File: src/sic_pkg.sv
// shared types and constants for the segment intersection core
// no dependencies; imported by every module of the block
package sic_pkg;

  localparam int COORD_W   = 32;
  localparam int DIFF_W    = 33;
  localparam int PROD_W    = 66;
  localparam int DET_W     = 67;
  localparam int MAG_W     = 66;
  localparam int CFG_IDX_W = 1;
  localparam int CFG_W     = 32;
  localparam int MARGIN_W  = 24;
  localparam int T_OUT_W   = 25;
  localparam int Q_DEPTH   = 2;
  localparam int Q_PTR_W   = 1;
  localparam int Q_CNT_W   = 2;

  localparam logic [CFG_IDX_W-1:0] REG_MIN_LEN_SQ = 1'b0;
  localparam logic [CFG_IDX_W-1:0] REG_T_MARGIN   = 1'b1;

  typedef enum logic [1:0] {
    ST_HIT      = 2'd0,
    ST_DEGEN    = 2'd1,
    ST_PARALLEL = 2'd2,
    ST_OUTSIDE  = 2'd3
  } status_t;

  typedef struct packed {
    logic signed [COORD_W-1:0] a_x;
    logic signed [COORD_W-1:0] a_y;
    logic signed [COORD_W-1:0] b_x;
    logic signed [COORD_W-1:0] b_y;
    logic signed [COORD_W-1:0] c_x;
    logic signed [COORD_W-1:0] c_y;
    logic signed [COORD_W-1:0] d_x;
    logic signed [COORD_W-1:0] d_y;
  } req_t;

  typedef struct packed {
    status_t                   status;
    logic [T_OUT_W-1:0]        t_first;
    logic [T_OUT_W-1:0]        t_second;
    logic signed [COORD_W-1:0] cross_x;
    logic signed [COORD_W-1:0] cross_y;
  } res_t;

  // classified request handed from front to back
  typedef struct packed {
    status_t                   status;
    logic                      eq0;
    logic                      eq1;
    logic [MAG_W-1:0]          n0_mag;
    logic [MAG_W-1:0]          n1_mag;
    logic [MAG_W-1:0]          den_mag;
    logic signed [COORD_W-1:0] a_x;
    logic signed [COORD_W-1:0] a_y;
    logic signed [DIFF_W-1:0]  u_x;
    logic signed [DIFF_W-1:0]  u_y;
  } job_t;

  function automatic logic [MAG_W-1:0] det_mag(logic signed [DET_W-1:0] x);
    logic signed [DET_W-1:0] n;
    n = (x < 0) ? -x : x;
    return n[MAG_W-1:0];
  endfunction

endpackage

File: src/sic_queue.sv
// two-entry request queue between front and back, registered read
// depends on sic_pkg
module sic_queue (
  input  logic           clk,
  input  logic           rst_n,
  input  logic           push_i,
  input  sic_pkg::job_t  job_i,
  output logic           valid_o,
  output sic_pkg::job_t  job_o,
  output logic           full_o
);
  import sic_pkg::*;

  job_t               mem [Q_DEPTH];
  logic [Q_PTR_W-1:0] wr_ptr_r, rd_ptr_r;
  logic [Q_CNT_W-1:0] cnt_r, cnt_nxt;
  logic               pop;
  logic               valid_r;
  job_t               job_r;

  // the back end never stalls, so drain whenever anything is held
  assign pop = (cnt_r != '0);

  always_comb begin
    cnt_nxt = cnt_r;
    if (push_i && !pop) cnt_nxt = cnt_r + Q_CNT_W'(1);
    else if (!push_i && pop) cnt_nxt = cnt_r - Q_CNT_W'(1);
  end

  always_ff @(posedge clk) begin
    if (push_i) mem[wr_ptr_r] <= job_i;
    if (pop) job_r <= mem[rd_ptr_r];
  end

  always_ff @(posedge clk) begin
    if (!rst_n) begin
      wr_ptr_r <= '0;
      rd_ptr_r <= '0;
      cnt_r    <= '0;
      valid_r  <= 1'b0;
    end else begin
      if (push_i) wr_ptr_r <= wr_ptr_r + Q_PTR_W'(1);
      if (pop) rd_ptr_r <= rd_ptr_r + Q_PTR_W'(1);
      cnt_r   <= cnt_nxt;
      valid_r <= pop;
    end
  end

  assign valid_o = valid_r;
  assign job_o   = job_r;
  assign full_o  = (cnt_r == Q_CNT_W'(Q_DEPTH));

endmodule

File: config.mk
export PLATFORM = sky130hd
export DESIGN_NAME = sic_queue
export DESIGN_NICKNAME = d
export VERILOG_FILES = /design/src/sic_pkg.sv /design/src/sic_queue.sv
export SDC_FILE = /design/constraint.sdc
export NUM_CORES = 1
export LEC_CHECK = 0
export BUFFER_PORTS_ARGS = -buffer_cell sky130_fd_sc_hd__buf_2
export CORE_MARGIN = 8
export CORE_UTILIZATION = 35
export DETAILED_ROUTE_END_ITERATION = 12
export GPL_ROUTABILITY_DRIVEN = 0
export PLACE_DENSITY = 0.57
export SYNTH_ARGS = -nofsm -noshare
export SYNTH_HDL_FRONTEND = slang
export SYNTH_SLANG_ARGS = --single-unit
File: constraint.sdc
create_clock -name clk -period 31.7 [get_ports clk]
set_input_delay 4.755 -clock clk [delete_from_list [all_inputs] [get_ports clk]]
set_output_delay 4.755 -clock clk [all_outputs]
set_load 0.02 [all_outputs]
* Word-level counts from Yosys, hierarchy flattened
Memory sizes are Yosys's and may differ from the RTL's. A register that Yosys moved wholly into a read port is not among the register bits.
Index checks and enable logic that the tools add are counted.
** Word-level totals
- Register bits after elaboration :: 5
- Memory bits (writable) :: 664
- Bits of input ports :: 335
- Output and inout bits :: 334
- Word-level logic and storage cells :: 20
- Memories :: 1
** Cells by class
- Add/subtract/negate cells :: 4
- Eq/ne operators :: 1
- Multiplexer cells :: 4
- Reductions and logical operators :: 6
** Memories
- mem :: words 2, width 332, rd ports 1, clocked after Yosys merged registers in 1, write ports 1, RTL line sic_queue.sv:14 : job_t mem [Q_DEPTH];
** Operators with widths (number)
- $mux 2 :: 2
- $reduce_bool 2->1 :: 2
- $add 1x1->1 const B :: 2
- $add 2x1->2 const B :: 1
- $eq 2x2->1 const B :: 1
- $logic_and 1x1->1 :: 2
- $logic_not 1->1 :: 2
- $mux 1 :: 2
- $sub 2x1->2 const B :: 1

* Depth between registers and ports, before layout
Gate-level depths: netlist of the first run.
- Word-level depth :: 4
- Mapped depth :: 5
- Mapped depth without buffers :: 5

* Worst setup path after synthesis of the first run
OpenSTA, ideal clock, no wires.
- Kind :: input-to-reg
- From :: input push_i
- To :: register wr_ptr_r
- Library setup time :: 126 ps
- Arrival :: 20091 ps
- Slack :: 11482 ps
- Stages on the path :: 2
- Buffers on the path :: 0
- Cells stage by stage :: nor2b_1 o21a_1
** RTL lines
- from (decl) :: RTL line sic_queue.sv:6 : input logic push_i,
- to (signal assigned) :: RTL line sic_queue.sv:42 : if (push_i) wr_ptr_r <= wr_ptr_r + Q_PTR_W'(1);
- to (decl) :: RTL line sic_queue.sv:15 : logic [Q_PTR_W-1:0] wr_ptr_r, rd_ptr_r;

* Worst setup path in the final report of the first run
- From :: input push_i
- To :: memory mem[1][219] (netlist bit) (enable)
** Between the ends
- Cells in the longest elaborated chain, start to end :: 2
** RTL lines
- $mux 1 :: RTL line sic_queue.sv:31 : if (push_i) mem[wr_ptr_r] <= job_i;
- $mux 1 (implied by the code) :: RTL line sic_queue.sv:31
- to (decl) :: RTL line sic_queue.sv:14
Every way passes these cells.

==> qor.yml, run 1 <==
global_route:
  grt_pass1_wl_mm: 108.3
  grt_max_degree: 157
  grt_usage: 0.1290
  grt_overflow_total: 0
  grt_pass1_vias: 16880
  antenna_found_initial: 32
power:
  leakage_nw: 16.00
  switching_share: 0.2942
  irDropWorstVdd_uv: 115.9
  powerDensity_mw_per_mm2: 90.68
  totalPowerFinal_mw: 3.913
  power_frac_comb: 0.240
  seqPwrFrac: 0.476
  pwr-share-clk: 0.284
  internal-power_mw: 2.762
  power_switching_mw: 1.151
worst_setup_path:
  rr_startpoint: "rd_ptr_r"
  r2r.worst_path.cells: 5
  cp_max_fo: 63
  end_kind: "register"
  worstReg2RegEnd: "job_o[100]"
  crit_path_start_kind: "input pin"
  worstPathArrival_ps: 8150
  critical_path_class: "in -> reg"
  cp.required_ps: 31980
  r2r_slack_ps: 26930
sta:
  slew_violations: 0
  finalSetupViolCount: 0
  tightest_slew_ps: 1137
  timing.fmax_mhz: 127.1
  finClkSkew_ps: 23.28
  period_needed_ps: 7868
  hold_viol: 0
  setup_tns_ps: 0
  holdWs_ps: 521.1
  relSlewSlack: 0.2420
  period_share: 0.2482
  grt_setup_unrepaired: "no"
final_layout:
  drive_gt1_frac: 0.5216
  ff_latch_area_mm2: 0.03001
  finalCoreUtilization: 0.4315
  fin_area_mm2: 0.04315
  area_growth_pct: 22.26
  nFillCells: 8747
  multi_input_area_mm2: 0.004875
  nets: 2474
flow_run:
  drv_cap: 0
route:
  wire_per_inst_um: 21.24
  drc_errors: 0
  first_pass_iters: 5
  viasPerCell: 4.468
  drt_wl_total_mm: 74.93
  drt-initial-drc-count: 1095
  vias: 15760
  postRouteAntennaNets: 0
place:
  port_buffers: 668
  placed_area_mm2: 0.04002
  dpl.hpwl_mm: 50.03
cts:
  cts_tree: "yes"
  htree_levels: 3
  cts-root-buf: "clkbuf_16"
  cts_buffers: 102
  post_cts_resized: 0
  holdBufCountCts: 0
  cts_sinks: 1001
  clkTransAtPathRegs_ps: 60
  post_cts_buffers: 0
  clkLatencyLatePin_ps: 660
  clk_path_buf_depth: 3
outcome:
  status: "completed"
synth:
  synth.avg_cell_area_um2: 25.45
  syn-num-nets: 1723
  yosysTopAreaCell: "edfxtp_1"
  synth_edf_count: 996
  synthTopCellsByCount: "edfxtp_1, mux2_4, mux2_2"
  ys_types: 18
  syn_area_mm2: 0.03529
  synth_area_leaders: "edfxtp_1, mux2_4, mux2_2"
  ys_warn_count: 0
  synth-seq-cells: 1001
  synth_top_area_frac: 0.8474
  synth_seq_area_share: 0.8503
  syn-instance-count: 1387
  yosysMostFrequentCell: "edfxtp_1"
  synthFlopType: "edfxtp_1"
  synthArstFlopShare: 0
floorplan:
  io_pins: 669
  dieWidth_um: 333.6
  core_area_mm2: 0.1000
  die_area_mm2: 0.1113
  start_util: 0.3529
  rows: 116
  die_h_um: 333.6
hold_path:
  holdPathStages: 2
  hp-class: "reg -> reg"
  hold_start: "cnt_r[1]"
  min_to: "cnt_r[1]"
==> layout by cell type (no fill, tap or decap), drive strengths merged <==
cell type	instances
buf	684
and2	3
or3	1
o21a	1
a21boi	1
xor2	1
clkbuf	129
o21ai	1
ha	1
inv	7
bufinv	3
xnor2	2
mux2	332
diode	10
clkinv	48
edfxtp	996
nor2	1
nor2b	4
dfxtp	5
==> worst max-delay path, cell delays in order <==
cell and delay (ps):
buf_2 120, and2_4 620, buf_4 810, buf_4 820
buf_4 760
==> how the worst max path moves through the flow <==
stage	from	to	slack [ps]	depth (start not counted)
detailed placement	push_i	mem[1][219]	23120	5
global placement	push_i	mem[1][217]	23160	5
CTS	push_i	mem[1][173]	23860	5
global route	push_i	mem[1][221]	23660	5
finish	push_i	mem[1][219]	23830	5
floorplan	push_i	wr_ptr_r	11480	2
==> per-layer routing <==
metal	part of all wire	global-route usage	vias up	wire length (µm)
met2	0.48	0.2142	596	36190
met3	0.10	0.06210	135	7720
met5	0.0027	0	-	200
li1	-	-	7108	-
met1	0.39	0.1472	7893	29030
met4	0.024	0.03920	32	1785
==> kinds of logic (layout without fill, tap and decap cells) <==
kind of cell	after synthesis	after routing	synth area share
adders and majority gates	1	1	0.0003545
other	0	10	0
and+or+nand+nor	9	9	0.001524
AOI/OAI and AO/OA	3	3	0.0005672
muxes	332	332	0.1346
DFF	1001	1001	0.8503
xor gates and xnor gates	3	3	0.0007446
buffers and inverters	38	871	0.01191
==> power groups by stage <==
| stage | clock, mW | combinational [mW] | sequential [mW] |
|---|---|---|---|
| 6_report | 1.11 | 0.940 | 1.86 |
| 5_1_grt | 1.19 | 1.00 | 1.88 |
| 4_1_cts | 1.15 | 0.968 | 1.87 |
| 3_5_place_dp | 0 | 0.966 | 1.89 |
| 3_3_place_gp | 0 | 0.959 | 1.89 |
| 2_1_floorplan | 0 | 0.456 | 2.17 |
==> layout make-up <==
class | count | share of cell area
multi-input combinational | 348 | 0.1130
tap | 1298 | 0.03764
inverter | 1 | 0.0002610
sequential | 1001 | 0.6955
timing repair buffer | 684 | 0.08113
clock buffer | 129 | 0.06249
clock inverter | 57 | 0.009424
antenna | 10 | 0.0005799
==> through the flow <==
stage	std cells	setup slack [ps]
2_1_floorplan	1387	11480
3_3_place_gp	3332	23160
3_5_place_dp	3332	23120
4_1_cts	3518	23860
5_1_grt	3521	23660
6_report	3528	23830
==> flip-flops by register name, summed over array words and instances, names as in the netlist <==
| signal | flops |
|---|---|
| cnt_r | 2 |
| job_o | 332 |
| mem | 664 |
| rd_ptr_r | 1 |
| valid_o | 1 |
| wr_ptr_r | 1 |
(Power assumes the default switching activity.)
==> inputs of run 2 (changes only) <==
==> constraint.sdc (replaced) <==
create_clock -name clk -period 7.75 [get_ports clk]
set_input_delay 1.1625 -clock clk [delete_from_list [all_inputs] [get_ports clk]]
set_output_delay 1.1625 -clock clk [all_outputs]
set_load 0.02 [all_outputs]
==> run 2 against run 1 <==
Net effect:
- total power increased to 4.2 times the previous value
- critical path depth decreased by 2
- final area increased by 0.99%
- highest routed layer unchanged
- critical path type is now reg -> reg
- sequential cell count unchanged
- global-route usage about the same
- wire length increased by 0.54%
- worst setup slack got worse by 19000 ps
- final cell count increased by 0.14%
- non-clock buffer count decreased by 4
- worst hold slack improved by 3.4 ps
- die area unchanged
==> qor.yml, run 2 (synthesized netlist as in run 1, its figures left out) <==
place:
  pre_cts_ws_ps: 4133
  placed_area_mm2: 0.04004
  port_buffers: 668
  place_inst: 3328
  dpl.hpwl_mm: 49.48
floorplan:
  start_util: 0.3529
  rows: 116
  io_pins: 669
  die_h_um: 333.6
  dieWidth_um: 333.6
  die_area_mm2: 0.1113
  core_area_mm2: 0.1000
sta:
  period_needed_ps: 2950
  period_share: 0.3807
  finalSetupViolCount: 0
  slew_violations: 0
  timing.fmax_mhz: 338.9
  holdWs_ps: 524.6
  setup_tns_ps: 0
  tightest_slew_ps: 1227
  finClkSkew_ps: 24.05
  grt_setup_unrepaired: "no"
  hold_viol: 0
  relSlewSlack: 0.1819
  fin_ws_ps: 4800
route:
  drt-initial-drc-count: 870
  viasPerCell: 4.451
  first_pass_iters: 4
  drc_errors: 0
  wire_per_inst_um: 21.32
  drt_wl_total_mm: 75.33
  vias: 15730
  postRouteAntennaNets: 0
cts:
  post_cts_resized: 0
  cts_sinks: 1001
  clkTransAtPathRegs_ps: 60
  cts_tree: "yes"
  cts-root-buf: "clkbuf_16"
  clkLatencyLatePin_ps: 670
  clk_path_buf_depth: 3
  holdBufCountCts: 0
  cts_buffers: 102
  htree_levels: 3
  post_cts_buffers: 0
final_layout:
  fin_area_mm2: 0.04358
  drive_gt1_frac: 0.5270
  mostFrequentLayoutCells: "edfxtp_1, buf_2, mux2_4"
  nets: 2470
  final_common_cell: "edfxtp_1"
  largest_register_ff_count: 664
  area_growth_pct: 23.48
  largest-register: "mem"
  nFillCells: 8541
  finalCoreUtilization: 0.4358
  instances_no_fill: 3533
worst_setup_path:
  cp_top_family: "buffers and inverters"
  end_kind: "register"
  critical_path_class: "reg -> reg"
  crit_chain: "buf_12, buf_4, mux2_4"
  r2r.worst_path.cells: 3
  crit_path_start_kind: "register"
  cp.buffers_inverters: 2
  r2r_slack_ps: 4800
  worstReg2RegEnd: "job_o[127]"
  worstPathArrival_ps: 3350
  slowest_delay_ps: 910
  rr_startpoint: "rd_ptr_r"
  slowest_stage: "dfxtp_4"
  cp_max_fo: 120
  cp.required_ps: 8150
hold_path:
  hp-class: "reg -> reg"
  holdPathStages: 1
  hold_start: "mem[0][285]"
  min_to: "job_o[285]"
global_route:
  busiest_layer: "met2"
  met3_usage: 0.06048
  antenna_found_initial: 32
  grt_pass1_wl_mm: 108.6
  grt_pass1_vias: 16980
  grt_use_met2: 0.2207
  grt_max_degree: 153
  use_met1: 0.1407
  grt_overflow_total: 0
  grt_usage: 0.1292
power:
  powerDensity_mw_per_mm2: 379.5
  leakage_nw: 16.16
  irDropWorstVdd_uv: 373.5
  totalPowerFinal_mw: 16.54
flow_run:
  drv_cap: 0
outcome:
  status: "completed"
==> run 2: cell types whose count changed in the layout (fill, tap and decap cells not counted) <==
cell        delta
clkinv_4       -1
buf_12         +4
inv_8          +1
inv_16         -3
clkbuf_1       -8
buf_4          -8
clkbuf_8       +2
clkinvlp_4     +5
clkinv_1       -3
clkinv_2       -6
bufinv_16     +14
inv_6          +5
diode_2        +3
==> run 2: metal layers <==
metal / up-vias / part of all wire / wire, µm
met5: - / 0.0028 / 214
met3: 145 / 0.10 / 7701
met2: 565 / 0.50 / 37650
li1: 7122 / - / -
met4: 32 / 0.025 / 1861
met1: 7862 / 0.37 / 27900
==> run 2: worst max path at each step <==
stage	from	end	slack [ps]	depth (start not counted)
floorplan	cnt_r[0]	job_o[0]	180	2
global placement	push_i	mem[0][31]	4150	4
detailed placement	push_i	mem[0][31]	4130	4
CTS	cnt_r[0]	job_o[256]	4760	4
global route	cnt_r[0]	job_o[62]	4660	4
finish	rd_ptr_r	job_o[127]	4800	3
==> run 2: worst reg2reg max path: stages (launching register included) <==
cell	delay [ps]
dfxtp_4	910
buf_12	600
buf_4	840
mux2_4	350
==> run 2: final cells by class <==
class / count / area (µm²) / area share
Tap cell: 1298 / 1624 / 0.03727
Sequential cell: 1001 / 30010 / 0.6887
Timing Repair Buffer: 680 / 3521 / 0.08079
Multi-Input combinational cell: 348 / 4875 / 0.1119
Antenna cell: 13 / 32.53 / 0.0007465
Clock inverter: 69 / 809.5 / 0.01858
Inverter: 1 / 11.26 / 0.0002584
Clock buffer: 123 / 2694 / 0.06181
==> run 2: report_power, final <==
group	total [mW]	internal (mW)	switching, mW
sequential	7.65	7.30	0.344
clock	5.06	3.05	2.01
combinational	3.84	1.45	2.38
